===== src/rtl/core/mrf_pkg.sv =====
// Package for the Modbus RTU request framer.
// Holds codes, the command record passed from front to back, and the CRC step.
// No dependencies.
package mrf_pkg;

    localparam int MAX_FRAME_DEFAULT = 64;
    localparam int QUEUE_DEPTH       = 2;
    localparam int CMD_BYTES         = 7;

    localparam logic [15:0] CRC_INIT  = 16'hFFFF;
    localparam logic [15:0] CRC_POLY  = 16'hA001;
    localparam logic [7:0]  MAX_SLAVE = 8'd247;
    localparam logic [15:0] COIL_ON   = 16'hFF00;

    localparam logic [7:0] FC_READ_FIRST  = 8'd1;
    localparam logic [7:0] FC_WRITE_COIL  = 8'd5;
    localparam logic [7:0] FC_WRITE_REG   = 8'd6;
    localparam logic [7:0] FC_WRITE_MULTI = 8'd16;

    localparam logic [7:0] CFG_REPORT_ID = 8'd0;
    localparam logic [7:0] CFG_REBOOT    = 8'd1;

    localparam logic [7:0]  REPORT_ID_RESET = 8'd17;
    localparam logic [7:0]  REBOOT_RESET    = 8'd0;

    typedef enum logic [1:0] {
        ERR_NONE   = 2'd0,
        ERR_SLAVE  = 2'd1,
        ERR_LENGTH = 2'd2,
        ERR_CODE   = 2'd3
    } err_t;

    typedef enum logic {
        KIND_HEADER = 1'b0,
        KIND_DATA   = 1'b1
    } kind_t;

    // One queued transaction for the back end: plain bytes, then optional CRC.
    typedef struct packed {
        logic [CMD_BYTES-1:0][7:0] bytes;
        logic [2:0]                nbytes;
        logic                      init_crc;
        logic                      add_crc;
        err_t                      err;
    } cmd_t;

    function automatic logic [15:0] crc_step(input logic [15:0] crc, input logic [7:0] b);
        logic [15:0] c;
        c = crc ^ {8'h00, b};
        for (int k = 0; k < 8; k++) begin
            if (c[0])
                c = (c >> 1) ^ CRC_POLY;
            else
                c = c >> 1;
        end
        return c;
    endfunction

endpackage


===== src/rtl/core/mrf_req_if.sv =====
// Request channel of the Modbus RTU request framer.
// Valid/ready handshake with the header or data word payload.
interface mrf_req_if;
    logic        valid;
    logic        ready;
    logic        func;
    logic [7:0]  slave_id;
    logic [7:0]  function_code;
    logic [15:0] start_address;
    logic [15:0] item_count;
    logic [15:0] data_word;

    modport source (output valid, func, slave_id, function_code, start_address,
                    item_count, data_word, input ready);
    modport sink   (input valid, func, slave_id, function_code, start_address,
                    item_count, data_word, output ready);
endinterface


===== src/rtl/core/mrf_frame_if.sv =====
// Frame byte channel of the Modbus RTU request framer.
// Valid/ready handshake carrying one frame byte or an error result.
interface mrf_frame_if;
    logic       valid;
    logic       ready;
    logic [7:0] frame_byte;
    logic       last_byte;
    logic [1:0] error;

    modport source (output valid, frame_byte, last_byte, error, input ready);
    modport sink   (input valid, frame_byte, last_byte, error, output ready);
endinterface


===== src/rtl/core/mrf_cfg_if.sv =====
// Configuration write channel of the Modbus RTU request framer.
// Valid/ready handshake carrying a register index and write data.
interface mrf_cfg_if;
    logic       valid;
    logic       ready;
    logic [7:0] reg_index;
    logic [7:0] data;

    modport source (output valid, reg_index, data, input ready);
    modport sink   (input valid, reg_index, data, output ready);
endinterface


===== src/rtl/core/modbus_rtu_request_framer.sv =====
// Modbus RTU request framer: request items in, frame bytes with CRC-16/MODBUS out.
// Accepted items pass through the 2-entry queue into the back-end command register,
// which takes no new item until the current one is played out, and leave through the
// registered output stage one frame byte per cycle while the frame sink is ready.
// Reset clears the queue, word count and output stage; config registers return to 17 and 0.
module modbus_rtu_request_framer #(
    parameter int MAX_FRAME = mrf_pkg::MAX_FRAME_DEFAULT
) (
    input  logic        clk,
    input  logic        rst_n,
    mrf_req_if.sink     req,
    mrf_cfg_if.sink     cfg,
    mrf_frame_if.source frame
);
    import mrf_pkg::*;

    logic push_valid, push_ready;
    cmd_t push_data;
    logic pop_valid, pop_ready;
    cmd_t pop_data;

    mrf_front #(
        .MAX_FRAME (MAX_FRAME)
    ) u_front (
        .clk        (clk),
        .rst_n      (rst_n),
        .req        (req),
        .cfg        (cfg),
        .push_valid (push_valid),
        .push_ready (push_ready),
        .push_data  (push_data)
    );

    mrf_queue #(
        .DEPTH (QUEUE_DEPTH)
    ) u_queue (
        .clk        (clk),
        .rst_n      (rst_n),
        .push_valid (push_valid),
        .push_ready (push_ready),
        .push_data  (push_data),
        .pop_valid  (pop_valid),
        .pop_ready  (pop_ready),
        .pop_data   (pop_data)
    );

    mrf_back u_back (
        .clk       (clk),
        .rst_n     (rst_n),
        .pop_valid (pop_valid),
        .pop_ready (pop_ready),
        .pop_data  (pop_data),
        .frame     (frame)
    );

endmodule


===== src/rtl/core/mrf_front.sv =====
// Front end: accepts request items, classifies them and builds commands.
// Tracks the multiple-write word count. Depends on mrf_pkg and the channel interfaces.
module mrf_front #(
    parameter int MAX_FRAME = mrf_pkg::MAX_FRAME_DEFAULT
) (
    input  logic           clk,
    input  logic           rst_n,
    mrf_req_if.sink        req,
    mrf_cfg_if.sink        cfg,
    output logic           push_valid,
    input  logic           push_ready,
    output mrf_pkg::cmd_t  push_data
);
    import mrf_pkg::*;

    localparam int LEN_W = 18;
    localparam logic [LEN_W-1:0] MAX_LEN = LEN_W'(MAX_FRAME);

    logic       awaiting_reg, awaiting_next;
    logic [7:0] words_left_reg, words_left_next;
    logic [7:0] report_id_reg;
    logic [7:0] reboot_reg;

    logic             accept;
    logic             produce;
    cmd_t             cmd;
    logic [15:0]      w2;
    logic [LEN_W-1:0] frame_len;
    logic             std_code;
    logic             multi_open;

    assign req.ready = push_ready;
    assign cfg.ready = 1'b1;
    assign accept    = req.valid && req.ready;

    always_ff @(posedge clk or negedge rst_n) begin
        if (!rst_n) begin
            report_id_reg <= REPORT_ID_RESET;
            reboot_reg    <= REBOOT_RESET;
        end
        else if (cfg.valid) begin
            if (cfg.reg_index == CFG_REPORT_ID)
                report_id_reg <= cfg.data;
            else if (cfg.reg_index == CFG_REBOOT)
                reboot_reg <= cfg.data;
        end
    end

    always_comb begin
        std_code   = (req.function_code >= FC_READ_FIRST && req.function_code <= FC_WRITE_REG)
                     || req.function_code == FC_WRITE_MULTI;
        frame_len  = LEN_W'({req.item_count, 1'b0}) + LEN_W'(6);
        multi_open = req.function_code == FC_WRITE_MULTI && req.item_count != 16'd0;

        if (req.function_code == FC_WRITE_COIL)
            w2 = (req.data_word != 16'd0) ? COIL_ON : 16'd0;
        else if (req.function_code == FC_WRITE_REG)
            w2 = req.data_word;
        else
            w2 = req.item_count;

        cmd             = '0;
        cmd.err         = ERR_NONE;
        produce         = 1'b0;
        awaiting_next   = awaiting_reg;
        words_left_next = words_left_reg;

        if (kind_t'(req.func) == KIND_DATA) begin
            if (awaiting_reg) begin
                produce         = 1'b1;
                cmd.bytes[0]    = req.data_word[15:8];
                cmd.bytes[1]    = req.data_word[7:0];
                cmd.nbytes      = 3'd2;
                cmd.add_crc     = words_left_reg == 8'd1;
                words_left_next = words_left_reg - 8'd1;
                awaiting_next   = words_left_reg != 8'd1;
            end
        end
        else if (!awaiting_reg) begin
            produce = 1'b1;
            priority if (req.slave_id > MAX_SLAVE) begin
                cmd.err = ERR_SLAVE;
            end
            else if (std_code) begin
                if (multi_open && frame_len >= MAX_LEN) begin
                    cmd.err = ERR_LENGTH;
                end
                else begin
                    cmd.bytes[0] = req.slave_id;
                    cmd.bytes[1] = req.function_code;
                    cmd.bytes[2] = req.start_address[15:8];
                    cmd.bytes[3] = req.start_address[7:0];
                    cmd.bytes[4] = w2[15:8];
                    cmd.bytes[5] = w2[7:0];
                    cmd.bytes[6] = {req.item_count[6:0], 1'b0};
                    cmd.nbytes   = (req.function_code == FC_WRITE_MULTI) ? 3'd7 : 3'd6;
                    cmd.init_crc = 1'b1;
                    cmd.add_crc  = !multi_open;
                    if (multi_open) begin
                        awaiting_next   = 1'b1;
                        words_left_next = req.item_count[7:0];
                    end
                end
            end
            else if (req.function_code == report_id_reg
                     || (reboot_reg != 8'd0 && req.function_code == reboot_reg)) begin
                cmd.bytes[0] = req.slave_id;
                cmd.bytes[1] = req.function_code;
                cmd.nbytes   = 3'd2;
                cmd.init_crc = 1'b1;
                cmd.add_crc  = 1'b1;
            end
            else begin
                cmd.err = ERR_CODE;
            end
        end
    end

    assign push_valid = accept && produce;
    assign push_data  = cmd;

    always_ff @(posedge clk or negedge rst_n) begin
        if (!rst_n) begin
            awaiting_reg   <= 1'b0;
            words_left_reg <= 8'd0;
        end
        else if (accept) begin
            awaiting_reg   <= awaiting_next;
            words_left_reg <= words_left_next;
        end
    end

    a_words_pending: assert property (@(posedge clk) disable iff (!rst_n)
        awaiting_reg |-> words_left_reg != 8'd0)
        else $error("awaiting data words with zero count");

    a_err_stays_idle: assert property (@(posedge clk) disable iff (!rst_n)
        (push_valid && push_data.err != ERR_NONE) |=> !awaiting_reg)
        else $error("error result opened a multiple write");

    a_ok_has_bytes: assert property (@(posedge clk) disable iff (!rst_n)
        (push_valid && push_data.err == ERR_NONE) |-> push_data.nbytes != 3'd0)
        else $error("frame command without bytes");

endmodule


===== src/rtl/core/mrf_queue.sv =====
// Short command queue between front and back end.
// Register-based circular buffer; depends on mrf_pkg for the command type.
module mrf_queue #(
    parameter int DEPTH = mrf_pkg::QUEUE_DEPTH
) (
    input  logic          clk,
    input  logic          rst_n,
    input  logic          push_valid,
    output logic          push_ready,
    input  mrf_pkg::cmd_t push_data,
    output logic          pop_valid,
    input  logic          pop_ready,
    output mrf_pkg::cmd_t pop_data
);
    import mrf_pkg::*;

    localparam int PTR_W = (DEPTH > 1) ? $clog2(DEPTH) : 1;
    localparam int CNT_W = $clog2(DEPTH + 1);
    localparam logic [PTR_W-1:0] LAST_PTR = PTR_W'(DEPTH - 1);
    localparam logic [CNT_W-1:0] FULL_CNT = CNT_W'(DEPTH);

    cmd_t             mem [DEPTH];
    logic [PTR_W-1:0] wr_ptr_reg, rd_ptr_reg;
    logic [CNT_W-1:0] count_reg;
    logic             do_push, do_pop;

    assign push_ready = count_reg != FULL_CNT;
    assign pop_valid  = count_reg != '0;
    assign pop_data   = mem[rd_ptr_reg];
    assign do_push    = push_valid && push_ready;
    assign do_pop     = pop_valid && pop_ready;

    always_ff @(posedge clk) begin
        if (do_push)
            mem[wr_ptr_reg] <= push_data;
    end

    always_ff @(posedge clk or negedge rst_n) begin
        if (!rst_n) begin
            wr_ptr_reg <= '0;
            rd_ptr_reg <= '0;
            count_reg  <= '0;
        end
        else begin
            if (do_push)
                wr_ptr_reg <= (wr_ptr_reg == LAST_PTR) ? '0 : wr_ptr_reg + 1'b1;
            if (do_pop)
                rd_ptr_reg <= (rd_ptr_reg == LAST_PTR) ? '0 : rd_ptr_reg + 1'b1;
            if (do_push && !do_pop)
                count_reg <= count_reg + 1'b1;
            else if (do_pop && !do_push)
                count_reg <= count_reg - 1'b1;
        end
    end

endmodule


===== src/rtl/core/mrf_back.sv =====
// Back end: plays out queued commands one byte per cycle while the frame sink is ready, running CRC-16/MODBUS.
// Registered output stage; depends on mrf_pkg and the frame channel interface.
module mrf_back (
    input  logic          clk,
    input  logic          rst_n,
    input  logic          pop_valid,
    output logic          pop_ready,
    input  mrf_pkg::cmd_t pop_data,
    mrf_frame_if.source   frame
);
    import mrf_pkg::*;

    cmd_t        cmd_reg;
    logic        busy_reg, busy_next;
    logic [3:0]  idx_reg, idx_next;
    logic [15:0] crc_reg, crc_next;

    logic        out_valid_reg, out_valid_next;
    logic [7:0]  out_byte_reg, out_byte_next;
    logic        out_last_reg, out_last_next;
    err_t        out_err_reg, out_err_next;

    logic        step;
    logic        done;
    logic        load;
    logic [3:0]  nbytes_w;

    assign frame.valid      = out_valid_reg;
    assign frame.frame_byte = out_byte_reg;
    assign frame.last_byte  = out_last_reg;
    assign frame.error      = out_err_reg;

    assign pop_ready = !busy_reg;
    assign load      = pop_valid && !busy_reg;
    assign step      = busy_reg && (!out_valid_reg || frame.ready);
    assign nbytes_w  = {1'b0, cmd_reg.nbytes};

    always_comb begin
        busy_next      = busy_reg;
        idx_next       = idx_reg;
        crc_next       = crc_reg;
        out_valid_next = out_valid_reg && !frame.ready;
        out_byte_next  = out_byte_reg;
        out_last_next  = out_last_reg;
        out_err_next   = out_err_reg;
        done           = 1'b0;

        if (load) begin
            busy_next = 1'b1;
            idx_next  = 4'd0;
            if (pop_data.init_crc)
                crc_next = CRC_INIT;
        end
        else if (step) begin
            out_valid_next = 1'b1;
            out_err_next   = ERR_NONE;
            out_last_next  = 1'b0;
            priority if (cmd_reg.err != ERR_NONE) begin
                out_byte_next = 8'd0;
                out_last_next = 1'b1;
                out_err_next  = cmd_reg.err;
                crc_next      = CRC_INIT;
                done          = 1'b1;
            end
            else if (idx_reg < nbytes_w) begin
                out_byte_next = cmd_reg.bytes[idx_reg[2:0]];
                crc_next      = crc_step(crc_reg, cmd_reg.bytes[idx_reg[2:0]]);
                done          = (idx_reg == nbytes_w - 4'd1) && !cmd_reg.add_crc;
            end
            else if (idx_reg == nbytes_w) begin
                out_byte_next = crc_reg[7:0];
            end
            else begin
                // high CRC byte closes the frame
                out_byte_next = crc_reg[15:8];
                out_last_next = 1'b1;
                crc_next      = CRC_INIT;
                done          = 1'b1;
            end
            idx_next  = idx_reg + 4'd1;
            busy_next = !done;
        end
    end

    always_ff @(posedge clk) begin
        if (load)
            cmd_reg <= pop_data;
        out_byte_reg <= out_byte_next;
        out_last_reg <= out_last_next;
        out_err_reg  <= out_err_next;
    end

    always_ff @(posedge clk or negedge rst_n) begin
        if (!rst_n) begin
            busy_reg      <= 1'b0;
            idx_reg       <= 4'd0;
            crc_reg       <= CRC_INIT;
            out_valid_reg <= 1'b0;
        end
        else begin
            busy_reg      <= busy_next;
            idx_reg       <= idx_next;
            crc_reg       <= crc_next;
            out_valid_reg <= out_valid_next;
        end
    end

    a_err_shape: assert property (@(posedge clk) disable iff (!rst_n)
        (out_valid_reg && out_err_reg != ERR_NONE) |-> (out_last_reg && out_byte_reg == 8'd0))
        else $error("error result not a single zero byte");

    a_crc_rearm: assert property (@(posedge clk) disable iff (!rst_n)
        (step && out_last_next) |=> crc_reg == CRC_INIT)
        else $error("CRC not reinitialized after frame end");

    a_start_at_zero: assert property (@(posedge clk) disable iff (!rst_n)
        $rose(busy_reg) |-> idx_reg == 4'd0)
        else $error("command started mid-sequence");

endmodule


===== src/flat_wrapper.sv =====
// flat-port wrapper written by rule: the top's interface ports become plain ports
module modbus_rtu_request_framer_flat import mrf_pkg::*;
#(
    parameter int MAX_FRAME = mrf_pkg::MAX_FRAME_DEFAULT
)
  (clk, rst_n, req_valid, req_func, req_slave_id, req_function_code, req_start_address, req_item_count, req_data_word, req_ready, cfg_valid, cfg_reg_index, cfg_data, cfg_ready, frame_valid, frame_frame_byte, frame_last_byte, frame_error, frame_ready);
  mrf_req_if req_i ();
  mrf_cfg_if cfg_i ();
  mrf_frame_if frame_i ();
  input  logic clk;
  input  logic rst_n;
  input wire logic [$bits(req_i.valid)-1:0] req_valid;
  input wire logic [$bits(req_i.func)-1:0] req_func;
  input wire logic [$bits(req_i.slave_id)-1:0] req_slave_id;
  input wire logic [$bits(req_i.function_code)-1:0] req_function_code;
  input wire logic [$bits(req_i.start_address)-1:0] req_start_address;
  input wire logic [$bits(req_i.item_count)-1:0] req_item_count;
  input wire logic [$bits(req_i.data_word)-1:0] req_data_word;
  output wire logic [$bits(req_i.ready)-1:0] req_ready;
  input wire logic [$bits(cfg_i.valid)-1:0] cfg_valid;
  input wire logic [$bits(cfg_i.reg_index)-1:0] cfg_reg_index;
  input wire logic [$bits(cfg_i.data)-1:0] cfg_data;
  output wire logic [$bits(cfg_i.ready)-1:0] cfg_ready;
  output wire logic [$bits(frame_i.valid)-1:0] frame_valid;
  output wire logic [$bits(frame_i.frame_byte)-1:0] frame_frame_byte;
  output wire logic [$bits(frame_i.last_byte)-1:0] frame_last_byte;
  output wire logic [$bits(frame_i.error)-1:0] frame_error;
  input wire logic [$bits(frame_i.ready)-1:0] frame_ready;
  assign req_i.valid = req_valid;
  assign req_i.func = req_func;
  assign req_i.slave_id = req_slave_id;
  assign req_i.function_code = req_function_code;
  assign req_i.start_address = req_start_address;
  assign req_i.item_count = req_item_count;
  assign req_i.data_word = req_data_word;
  assign req_ready = req_i.ready;
  assign cfg_i.valid = cfg_valid;
  assign cfg_i.reg_index = cfg_reg_index;
  assign cfg_i.data = cfg_data;
  assign cfg_ready = cfg_i.ready;
  assign frame_valid = frame_i.valid;
  assign frame_frame_byte = frame_i.frame_byte;
  assign frame_last_byte = frame_i.last_byte;
  assign frame_error = frame_i.error;
  assign frame_i.ready = frame_ready;
  modbus_rtu_request_framer #(.MAX_FRAME(MAX_FRAME)) u_core (.clk(clk), .rst_n(rst_n), .req(req_i), .cfg(cfg_i), .frame(frame_i));
endmodule

===== config.mk =====
export PLATFORM = sky130hd
export DESIGN_NAME = modbus_rtu_request_framer_flat
export DESIGN_NICKNAME = d
export VERILOG_FILES = /design/src/rtl/core/mrf_pkg.sv /design/src/rtl/core/mrf_req_if.sv /design/src/rtl/core/mrf_frame_if.sv /design/src/rtl/core/mrf_cfg_if.sv /design/src/rtl/core/modbus_rtu_request_framer.sv /design/src/rtl/core/mrf_front.sv /design/src/rtl/core/mrf_queue.sv /design/src/rtl/core/mrf_back.sv /design/src/flat_wrapper.sv
export SDC_FILE = /design/constraint.sdc
export NUM_CORES = 1
export LEC_CHECK = 0
export ABC_AREA = 1
export BUFFER_PORTS_ARGS = -buffer_cell sky130_fd_sc_hd__clkbuf_2
export CAP_MARGIN = 20
export CORE_UTILIZATION = 44
export CTS_CLUSTER_DIAMETER = 30
export DETAILED_ROUTE_END_ITERATION = 7
export SETUP_SLACK_MARGIN = 0.5
export SYNTH_ARGS = -nofsm -noshare
export SYNTH_HDL_FRONTEND = slang
export SYNTH_SLANG_ARGS = --single-unit

===== constraint.sdc =====
create_clock -name clk -period 5.25 [get_ports clk]
set_clock_uncertainty 0.15 [all_clocks]
set_input_delay 0 -clock clk [delete_from_list [all_inputs] [get_ports clk]]
set_output_delay 0 -clock clk [all_outputs]
set_load 0.005 [all_outputs]

==> results.cfg, run 1 <==
[run_status]
run_status = complete, no violations

[pwr]
internal_power_w = 0.00571
switchingPower_w = 0.00308
power.share.clock = 0.368
power.sequential.fraction = 0.340
fin_total_pwr_w = 0.00878
pleak_nw = 6.71
ir_worst_vdd_v = 0.000307
power_density_nw_per_um2 = 573
power.share.switching = 0.350
comb_power_share = 0.292

[synthesis]
synth_top_cell_area_share = 0.504
synth_top_cell_by_area = sky130_fd_sc_hd__edfxtp_1
synth-main-ff-cell = sky130_fd_sc_hd__edfxtp_1
synth-seq-area-share = 0.615
synth_compound_area_frac = 0.0757
netlist_top_cells_area = sky130_fd_sc_hd__edfxtp_1 50%, sky130_fd_sc_hd__nand2_1 12%, sky130_fd_sc_hd__dfrtp_1 7.1%
yosys.area_share.adder = 0.00963
synth.mux.area_fraction = 0
synth_xor_xnor_area_share = 0.0195
yosys.cell_types.count = 54
mappedNetlistNets = 1275
synth_enable_flop_cells = 196
main_combinational_cell_family_by_area_after_synthesis = simple AND/OR/NAND/NOR gates
synth_area_sq_um = 11700
synth_cells = 1180
synthSimpleGateAreaFrac = 0.214
synth-seq-cells = 247
async_reset_ff_frac = 0.206
synth_area_per_cell_sq_um = 9.90
synthesis.yosys.warnings = 0

[sta]
post-route-worst-setup-slack_ns = 1.92
post-route-min-period_ns = 3.33
final.period_utilization = 0.634
timing.setup.tns_ns = 0
max_slew.worst_pin.slew_ns = 1.01
timing_hold_violations_final = 0
clock.fmax_mhz = 300
relSlewSlack = 0.322
final-setup-viol-count = 0
rsz_0062_raised_after_global_routing = false
drv_slew = 0

[placement]
dpl_worst_slack_ns = 2.11
gp_congestion = 0.874
numPortBuffers = 98
detailedPlacementHpwl_um = 19000
dpl_cell_area_sq_um = 12400

[worst_setup_path]
critPathCaptureType = flip-flop
startpoint_kind_of_the_worst_setup_timing_path = flip-flop
worstSetupPathType = reg2reg
timing.critical_path.required_ns = 5.39
critical_path_arrival_ns = 3.47
critPathMaxFanout = 11

[grt]
track_usage = 0.225
grt-ovfl-total = 0
antenna_violations_before_repair = 0
vias_in_the_first_global_route = 8903
grt_max_degree = 64
grt_pass1_wl_um = 46600

[clock_tree]
cts-resized-gates = 0
clk_path_buf_depth = 3
cts-root-buf = sky130_fd_sc_hd__clkbuf_16
cts_setup_buffers = 0
cts_buffers = 52
clock_insertion_delay_worst_skew_ns = 0.56
cts_sinks = 247
cts_tree = yes
path_clk_slew_ns = 0.05
htree_num_levels = 2

[route]
route.detailed.vias_per_inst = 5.03
initialDrtViolationCount = 554
drt-wirelength-per-cell_um = 16.5
detailedRoute.firstPassIterationCount = 6
met1_length_um = 12800
met3_layer_wire_length_in_the_routed_design_um = 1580
postRouteWirelength_um = 29500
ant_nets = 0
route.detailed.drc = 0
detailroute.via_count = 8986
met2WireLength_um = 14300
highest-signal-layer = met4

[die]
placement_rows = 59
die-width_um = 165
die_h_um = 165
die_footprint_sq_um = 27200
placeableCoreArea_sq_um = 26100
initial_utilization = 0.449
floorplan.io_pins = 100

[final_layout]
final_layout_size_suffix_gt1_frac = 0.202
post-route-cell-area_sq_um = 15300
insertedDiodeCount = 0
layout-area-overhead-vs-synth_pct = 31.2
largest_register_ffs = 124
final_net_count = 1503

[min_path]
worst_hold_path_type = in2reg

[run]
max_cap_viol_count = 0
worst max-delay path: stages (launching register included):
cell	delay, ns
sky130_fd_sc_hd__dfrtp_1	0.41
sky130_fd_sc_hd__nor4_1	0.34
sky130_fd_sc_hd__nand2_1	0.09
sky130_fd_sc_hd__a32oi_1	0.21
sky130_fd_sc_hd__nand2_1	0.09
sky130_fd_sc_hd__inv_1	0.08
sky130_fd_sc_hd__nor2_1	0.05
sky130_fd_sc_hd__nand2_1	0.31
sky130_fd_sc_hd__clkinv_1	0.42
sky130_fd_sc_hd__nand2_1	0.15
sky130_fd_sc_hd__o21ai_0	0.13
sky130_fd_sc_hd__dlygate4sd3_1	0.63
routing by layer:
metal / global-route usage / vias up
met5: 0 / -
met4: 0.0859 / 0
met3: 0.0427 / 62
li1: - / 4394
met1: 0.290 / 4228
met2: 0.373 / 302
power by group through the flow:
stage | combinational [W] | sequential, W | clock (W)
after global placement | 0.00250 | 0.00301 | 0
after detailed placement | 0.00251 | 0.00301 | 0
after global routing | 0.00290 | 0.00303 | 0.00337
after CTS | 0.00257 | 0.00299 | 0.00328
after floorplan | 0.00186 | 0.00295 | 0
final | 0.00257 | 0.00298 | 0.00324
kinds of logic after synthesis:
logic type	count (synthesis)
AND/OR/NAND/NOR	572
flip-flops	247
buffers and inverters	183
AO/OA/AOI/OAI	142
XOR/XNOR	26
adder cells (fa/ha/maj)	9
other	1
per-stage QoR:
step / util / instances / hold WS (ns)
4_1_cts: 0.587 / 1785 / 0.0242
6_report: 0.588 / 1787 / 0.0634
3_5_place_dp: 0.477 / 1579 / 0.0257
5_1_grt: 0.588 / 1787 / 0.0845
3_3_place_gp: 0.477 / 1579 / 0.0297
2_1_floorplan: - / 1180 / -0.446
synthesized netlist by cell type (all sizes together), types with 17 or more instances:
cell and number:
edfxtp 196, nor3 23, inv 138, xor2 17, a21oi 31, buf 19
nor2 63, dfstp 18, clkbuf 24, dfrtp 33, nand3 43, nand2 415
o21ai 63
what timing repair did:
item,in CTS,in global routing
setup endpoints to repair,0,0
hold endpoints to repair,198,0
hold buffers,108,0
layout make-up:
| type | count | area (sq um) |
|---|---|---|
| Inverter | 140 | 531 |
| Sequential cell | 247 | 7190 |
| Clock inverter | 40 | 450 |
| Multi-Input combinational cell | 750 | 3750 |
| Fill cell | 2171 | 10700 |
| Tap cell | 335 | 419 |
| Timing Repair Buffer | 217 | 1670 |
| Clock buffer | 58 | 1320 |
cell usage in the layout, fill, tap and decap left out, types with 4 or more instances in the layout:
cell type / n
sky130_fd_sc_hd__dfstp_2: 18
sky130_fd_sc_hd__bufinv_16: 6
sky130_fd_sc_hd__a211oi_2: 8
sky130_fd_sc_hd__nand2_1: 387
sky130_fd_sc_hd__inv_8: 4
sky130_fd_sc_hd__o21ai_1: 14
sky130_fd_sc_hd__dfrtp_1: 32
sky130_fd_sc_hd__o21ai_0: 48
sky130_fd_sc_hd__a31oi_1: 4
sky130_fd_sc_hd__a21oi_1: 30
sky130_fd_sc_hd__clkinvlp_4: 6
sky130_fd_sc_hd__nand2_2: 25
sky130_fd_sc_hd__nand4_1: 6
sky130_fd_sc_hd__inv_1: 118
sky130_fd_sc_hd__clkbuf_16: 52
sky130_fd_sc_hd__nor3_1: 20
sky130_fd_sc_hd__xor2_1: 17
sky130_fd_sc_hd__edfxtp_1: 196
sky130_fd_sc_hd__o211ai_1: 5
sky130_fd_sc_hd__buf_4: 9
sky130_fd_sc_hd__nor2_4: 4
sky130_fd_sc_hd__nor2_1: 57
sky130_fd_sc_hd__dlygate4sd3_1: 108
sky130_fd_sc_hd__clkbuf_1: 6
sky130_fd_sc_hd__a22oi_1: 8
sky130_fd_sc_hd__clkinv_1: 7
sky130_fd_sc_hd__nand3_1: 42
sky130_fd_sc_hd__ha_1: 9
sky130_fd_sc_hd__nor4_1: 11
sky130_fd_sc_hd__o22ai_1: 14
sky130_fd_sc_hd__xnor2_1: 9
sky130_fd_sc_hd__clkbuf_2: 98
sky130_fd_sc_hd__clkinv_2: 12
sky130_fd_sc_hd__inv_2: 19
worst paths after layout:
path / start / endpoint / slack, ns / cells past startpoint
worst max register to register: u_core.u_front.reboot_reg[0] / u_core.u_queue.mem[0][13] / 1.92 / 11
min in group asynchronous: rst_n / u_core.u_back.idx_reg[0] / 0.53 / 4
max in group asynchronous: rst_n / u_core.u_queue.rd_ptr_reg / 3.93 / 4
worst min-delay path: frame_ready / u_core.u_back.frame.valid / 0.06 / 3
worst min register to register: u_core.u_back.cmd_reg[0] / u_core.u_back.frame.error[0] / 0.31 / 0
worst max-delay path: u_core.u_front.reboot_reg[0] / u_core.u_queue.mem[0][13] / 1.92 / 11
Power figures use the tool's default switching activity.
==> run 2: changes to the inputs <==
==> constraint.sdc (replaced) <==
create_clock -name clk -period 3.5 [get_ports clk]
set_clock_uncertainty 0.15 [all_clocks]
set_input_delay 0 -clock clk [delete_from_list [all_inputs] [get_ports clk]]
set_output_delay 0 -clock clk [all_outputs]
set_load 0.005 [all_outputs]
==> run 2 against run 1 <==
Against the previous run:
- critical path depth is 1 higher
- hold slack worse by 0.010 ns
- sequential share of layout area is 0.18 points lower
- global-route usage is 0.54 points higher
- critical path type is now in2reg
- wire length is 2.1% higher
- total power is 51% higher
- sequential power is 49% higher
==> results.cfg, run 2 (synthesis gave the netlist of run 1 again) <==
[grt]
grt_pass1_wl_um = 47400
grt.met1_usage = 0.305
antenna_violations_before_repair = 0
grt_max_degree = 63
use_met3 = 0.0412
track_usage = 0.230
vias_in_the_first_global_route = 8971
grt.busiest_layer = met2
grt-ovfl-total = 0
global_route.usage.met2 = 0.369

[pwr]
ir_worst_vdd_v = 0.000497
power.sequential.fraction = 0.335
power_density_nw_per_um2 = 863
pleak_nw = 6.72
switchingPower_w = 0.00468
internal_power_w = 0.00860
comb_power_share = 0.296
power.share.clock = 0.369
power.share.switching = 0.352

[sta]
clock.fmax_mhz = 353
final-setup-viol-count = 0
post-route-worst-setup-slack_ns = 0.670
relSlewSlack = 0.449
final.period_utilization = 0.809
timing.setup.tns_ns = 0
drv_slew = 0
timing_hold_violations_final = 0
post-route-min-period_ns = 2.83
rsz_0062_raised_after_global_routing = false
max_slew.worst_pin.slew_ns = 0.826

[route]
drt-wirelength-per-cell_um = 16.9
initialDrtViolationCount = 644
route.detailed.drc = 0
ant_nets = 0
detailedRoute.firstPassIterationCount = 5
postRouteWirelength_um = 30200
route.detailed.vias_per_inst = 5.04
detailroute.via_count = 9026

[run]
max_cap_viol_count = 0

[die]
placement_rows = 59
floorplan.io_pins = 100
die_h_um = 165
die_footprint_sq_um = 27200
die-width_um = 165
initial_utilization = 0.449
placeableCoreArea_sq_um = 26100

[final_layout]
layout-area-overhead-vs-synth_pct = 31.7
layout_commonest_cell = sky130_fd_sc_hd__nand2_1
layout_common_cells = 385 x sky130_fd_sc_hd__nand2_1, 196 x sky130_fd_sc_hd__edfxtp_1, 118 x sky130_fd_sc_hd__inv_1, 100 x sky130_fd_sc_hd__dlygate4sd3_1, 98 x sky130_fd_sc_hd__clkbuf_2
final.fill_count = 2111
layout.cells.non_filler = 1790
largest_register_ffs = 124
finish.utilization = 0.591
final_layout_size_suffix_gt1_frac = 0.216
final_net_count = 1506
insertedDiodeCount = 0
post-route-cell-area_sq_um = 15400

[clock_tree]
clk_path_buf_depth = 3
cts-root-buf = sky130_fd_sc_hd__clkbuf_16
clock_insertion_delay_worst_skew_ns = 0.56
path_clk_slew_ns = 0.05
htree_num_levels = 2
cts_buffers = 53
cts_tree = yes
cts_sinks = 247

[placement]
dp.cells = 1588
gp_congestion = 0.871
dpl_worst_slack_ns = 0.692
numPortBuffers = 98
dpl_cell_area_sq_um = 12500
detailedPlacementHpwl_um = 19500

[worst_setup_path]
critPathMaxFanout = 8
path_common_cell = sky130_fd_sc_hd__dlygate4sd3_1
standard_cell_with_the_maximum_stage_delay_on_the_critical_path = sky130_fd_sc_hd__dlygate4sd3_1
critPathCaptureType = flip-flop
worstSetupPathType = in2reg
critical-path-max-stage-delay_ns = 0.60
critical_path_arrival_ns = 3.10
timing.critical_path.required_ns = 3.77
startpoint_kind_of_the_worst_setup_timing_path = input port
cp_cell_sequence = dlygate4sd3_1 -> clkbuf_2 -> nor2_1 -> inv_2 -> nor3_2 -> inv_1 -> nor4_4 -> buf_4 -> nand2_1 -> dlygate4sd3_1 -> a211oi_2 -> dlygate4sd3_1

[run_status]
run_status = complete, no violations

[min_path]
worst_hold_path_type = in2reg
run 2: repair_timing:
item                                    in CTS  in global routing
endpoints found under the hold margin      192                  0
endpoints found under the setup margin       0                 21
gates resized for setup                      0                  5
setup buffers                                0                  3
hold buffers                               100                  0
run 2: worst max-delay path, delay by kind of cell:
family	cells	cell delay, ns
buffers and inverters	7	2.28
AOI/OAI and AO/OA	1	0.17
and+or+nand+nor	4	0.66
run 2: path summary, 6_finish.rpt:
path,slack [ns],depth (start not counted),startpoint,endpoint
max,0.67,12,req_function_code[6],u_core.u_queue.mem[1][46]
min,0.05,3,frame_ready,u_core.u_back.frame.valid
max reg2reg,0.71,9,u_core.u_front.report_id_reg[0],u_core.u_queue.mem[0][22]
min reg2reg,0.29,0,u_core.u_back.cmd_reg[0],u_core.u_back.frame.error[0]
max in group asynchronous,2.43,3,rst_n,u_core.u_back.idx_reg[1]
min in group asynchronous,0.08,2,rst_n,u_core.u_back.crc_reg[10]
run 2: area by class of cell:
class / instances / area, sq um / share of cell area
Clock buffer: 56 / 1360 / 0.0883
Clock inverter: 43 / 442 / 0.0287
Inverter: 140 / 531 / 0.0345
Multi-Input combinational cell: 750 / 3770 / 0.245
Sequential cell: 247 / 7190 / 0.467
Tap cell: 335 / 419 / 0.0272
Timing Repair Buffer: 219 / 1690 / 0.110
run 2: power groups by stage:
stage | sequential (W) | clock (W) | combinational, W
after floorplan | 0.00441 | 0 | 0.00280
after global placement | 0.00449 | 0 | 0.00381
after detailed placement | 0.00449 | 0 | 0.00386
after CTS | 0.00445 | 0.00497 | 0.00396
after global routing | 0.00452 | 0.00511 | 0.00447
final | 0.00445 | 0.00489 | 0.00393
run 2: metrics by stage:
stage	total power, W	hold slack, ns
2_1_floorplan	0.00721	-0.446
3_5_place_dp	0.00836	-0.165
5_1_grt	0.0141	0.0750
6_report	0.0133	0.0533
4_1_cts	0.0134	0.0204
3_3_place_gp	0.00830	-0.172
run 2: metal layers:
layer	vias to the layer above	share of wire	routed length [um]
li1	4416	-	-
met1	4207	0.43	13100
met2	325	0.47	14100
met3	78	0.062	1860
met4	0	0.035	1070
met5	-	0	0
==> run 3: changes to the inputs <==
==> constraint.sdc (replaced) <==
create_clock -name clk -period 2.5 [get_ports clk]
set_clock_uncertainty 0.15 [all_clocks]
set_input_delay 0 -clock clk [delete_from_list [all_inputs] [get_ports clk]]
set_output_delay 0 -clock clk [all_outputs]
set_load 0.005 [all_outputs]
==> run 3 against run 2 <==
Against the previous run:
- the run now ends with negative hold slack left
- via count rose by 9.1%
- combinational power rose by 120%
- count of clock-buffer cells in the layout rose by 5
- die area did not move
- critical path depth rose by 5
- register-to-register slack got worse by 0.63 ns
- total power rose by 64%
- critical path type is now reg2reg
- critical endpoint is now u_core.u_back.crc_reg[9]
- largest cell class unchanged
==> results.cfg, run 3 (synthesis gave the netlist of run 1 again) <==
[placement]
detailedPlacementHpwl_um = 20100
gp_congestion = 0.889
dp.cells = 1613
numPortBuffers = 98

[final_layout]
insertedDiodeCount = 0
final_net_count = 1610
final.fill_count = 1883
layout_commonest_cell = sky130_fd_sc_hd__nand2_1
finish.utilization = 0.667
final_layout_size_suffix_gt1_frac = 0.379
layout_common_cells = 300 x sky130_fd_sc_hd__nand2_1, 196 x sky130_fd_sc_hd__edfxtp_1, 106 x sky130_fd_sc_hd__inv_1, 98 x sky130_fd_sc_hd__clkbuf_2, 95 x sky130_fd_sc_hd__dlygate4sd3_1
layout-area-overhead-vs-synth_pct = 48.7
largest_register_ffs = 124
layout.cells.non_filler = 1890

[die]
initial_utilization = 0.449
die_footprint_sq_um = 27200
placement_rows = 59
die_h_um = 165
die-width_um = 165
placeableCoreArea_sq_um = 26100
floorplan.io_pins = 100

[route]
met2WireLength_um = 16700
initialDrtViolationCount = 762
highest-signal-layer = met4
met1_length_um = 14000
detailedRoute.firstPassIterationCount = 5
detailroute.via_count = 9844
postRouteWirelength_um = 34100
drt-wirelength-per-cell_um = 18.0
route.detailed.vias_per_inst = 5.21
met3_layer_wire_length_in_the_routed_design_um = 2030
route.detailed.drc = 0
ant_nets = 0

[pwr]
pleak_nw = 7.56
power_density_nw_per_um2 = 1260
ir_worst_vdd_v = 0.00134

[sta]
final-setup-viol-count = 0
max_slew.worst_pin.slew_ns = 0.995
post-route-min-period_ns = 2.42
whs_ns = -0.0664
drv_slew = 0
final.period_utilization = 0.970
clock.fmax_mhz = 413
relSlewSlack = 0.337
rsz_0062_raised_after_global_routing = true
timing_hold_violations_final = 1

[grt]
antenna_violations_before_repair = 0
vias_in_the_first_global_route = 9677
grt-ovfl-total = 0
track_usage = 0.239
grt_pass1_wl_um = 49800
grt_max_degree = 64

[worst_setup_path]
timing.critical_path.required_ns = 2.81
worstSetupPathType = reg2reg
standard_cell_with_the_maximum_stage_delay_on_the_critical_path = sky130_fd_sc_hd__dfrtp_2
cp_cell_sequence = inv_8 -> buf_6 -> ha_4 -> nor2_4 -> o21ai_2 -> nand2_2 -> inv_2 -> nor2_4 -> nand3_2 -> nand2_2 -> inv_4 -> nand2_4 -> buf_6 -> a21oi_1 -> o21ai_1 -> o21ai_1 -> inv_1
startpoint_kind_of_the_worst_setup_timing_path = flip-flop
critPathCaptureType = flip-flop
critPathMaxFanout = 6
critical_path_arrival_ns = 2.73
critical-path-max-stage-delay_ns = 0.49

[clock_tree]
cts-root-buf = sky130_fd_sc_hd__clkbuf_16
htree_num_levels = 2
cts_buffers = 50
clock_insertion_delay_worst_skew_ns = 0.54
path_clk_slew_ns = 0.05
clk_path_buf_depth = 3
cts_tree = yes
cts_sinks = 247

[run]
max_cap_viol_count = 0

[run_status]
violations = negative hold slack
run_status = finished, violations left

[min_path]
worst_hold_path_type = in2reg
==> run 3: report_power, final <==
part           leakage, nW  switching, W  internal (W)
Clock                0.819       0.00212       0.00457
Sequential            2.44      0.000525       0.00583
Combinational         4.31       0.00507       0.00371
Total                 7.56       0.00771        0.0141
==> run 3: area by class of cell <==
class | count | area (sq um) | area share
sequential | 247 | 7190 | 0.414
timing repair buffer | 326 | 2860 | 0.164
clock buffer | 61 | 1320 | 0.0761
clock inverter | 31 | 395 | 0.0228
inverter | 140 | 563 | 0.0324
tap | 335 | 419 | 0.0241
multi-input combinational | 750 | 4630 | 0.266
==> run 3: worst paths after layout <==
check                                          from                         endpoint  slack (ns)  cells after the start
max in group asynchronous                     rst_n        u_core.u_queue.rd_ptr_reg        1.05                      3
min reg2reg                u_core.u_back.cmd_reg[1]     u_core.u_back.frame.error[1]        0.31                      0
min in group asynchronous                     rst_n         u_core.u_back.crc_reg[5]        0.02                      2
max                        u_core.u_back.idx_reg[0]         u_core.u_back.crc_reg[9]        0.08                     17
max reg2reg                u_core.u_back.idx_reg[0]         u_core.u_back.crc_reg[9]        0.08                     17
min                                       cfg_valid  u_core.u_front.report_id_reg[1]       -0.07                      5
==> run 3: metal layers <==
metal	global-route usage	vias to the layer above
met1	0.303	4714
met3	0.0482	108
met5	0	-
met2	0.399	398
li1	-	4624
met4	0.0984	0
==> run 3: metrics by stage <==
step | setup TNS [ns] | area, sq um | setup slack [ns] | power, W
after global routing | -0.0884 | 17400 | -0.0544 | 0.0230
after CTS | 0 | 16300 | 0.209 | 0.0201
final | 0 | 17400 | 0.0759 | 0.0218
after floorplan | -3.83 | 11800 | -0.273 | 0.0102
after global placement | 0 | 12800 | 0.0517 | 0.0119
after detailed placement | -0.0197 | 12800 | -0.0154 | 0.0119
==> run 3: what timing repair did <==
item | 4_1_cts | 5_1_grt
setup buffers | 34 | 39
endpoints found under the hold margin | 192 | 32
pin swaps | 36 | 95
hold buffers | 99 | 13
cloned | 5 | 6
setup endpoints to repair | 183 | 243
resized for setup | 100 | 189
==> run 3: worst max-delay path, delay by kind of cell, from the launching register on <==
family,cells,cell delay [ns]
DFF,1,0.49
AOI/OAI and AO/OA,4,0.53
adders and majority gates,1,0.13
buffers and inverters,6,0.65
and+or+nand+nor,6,0.40
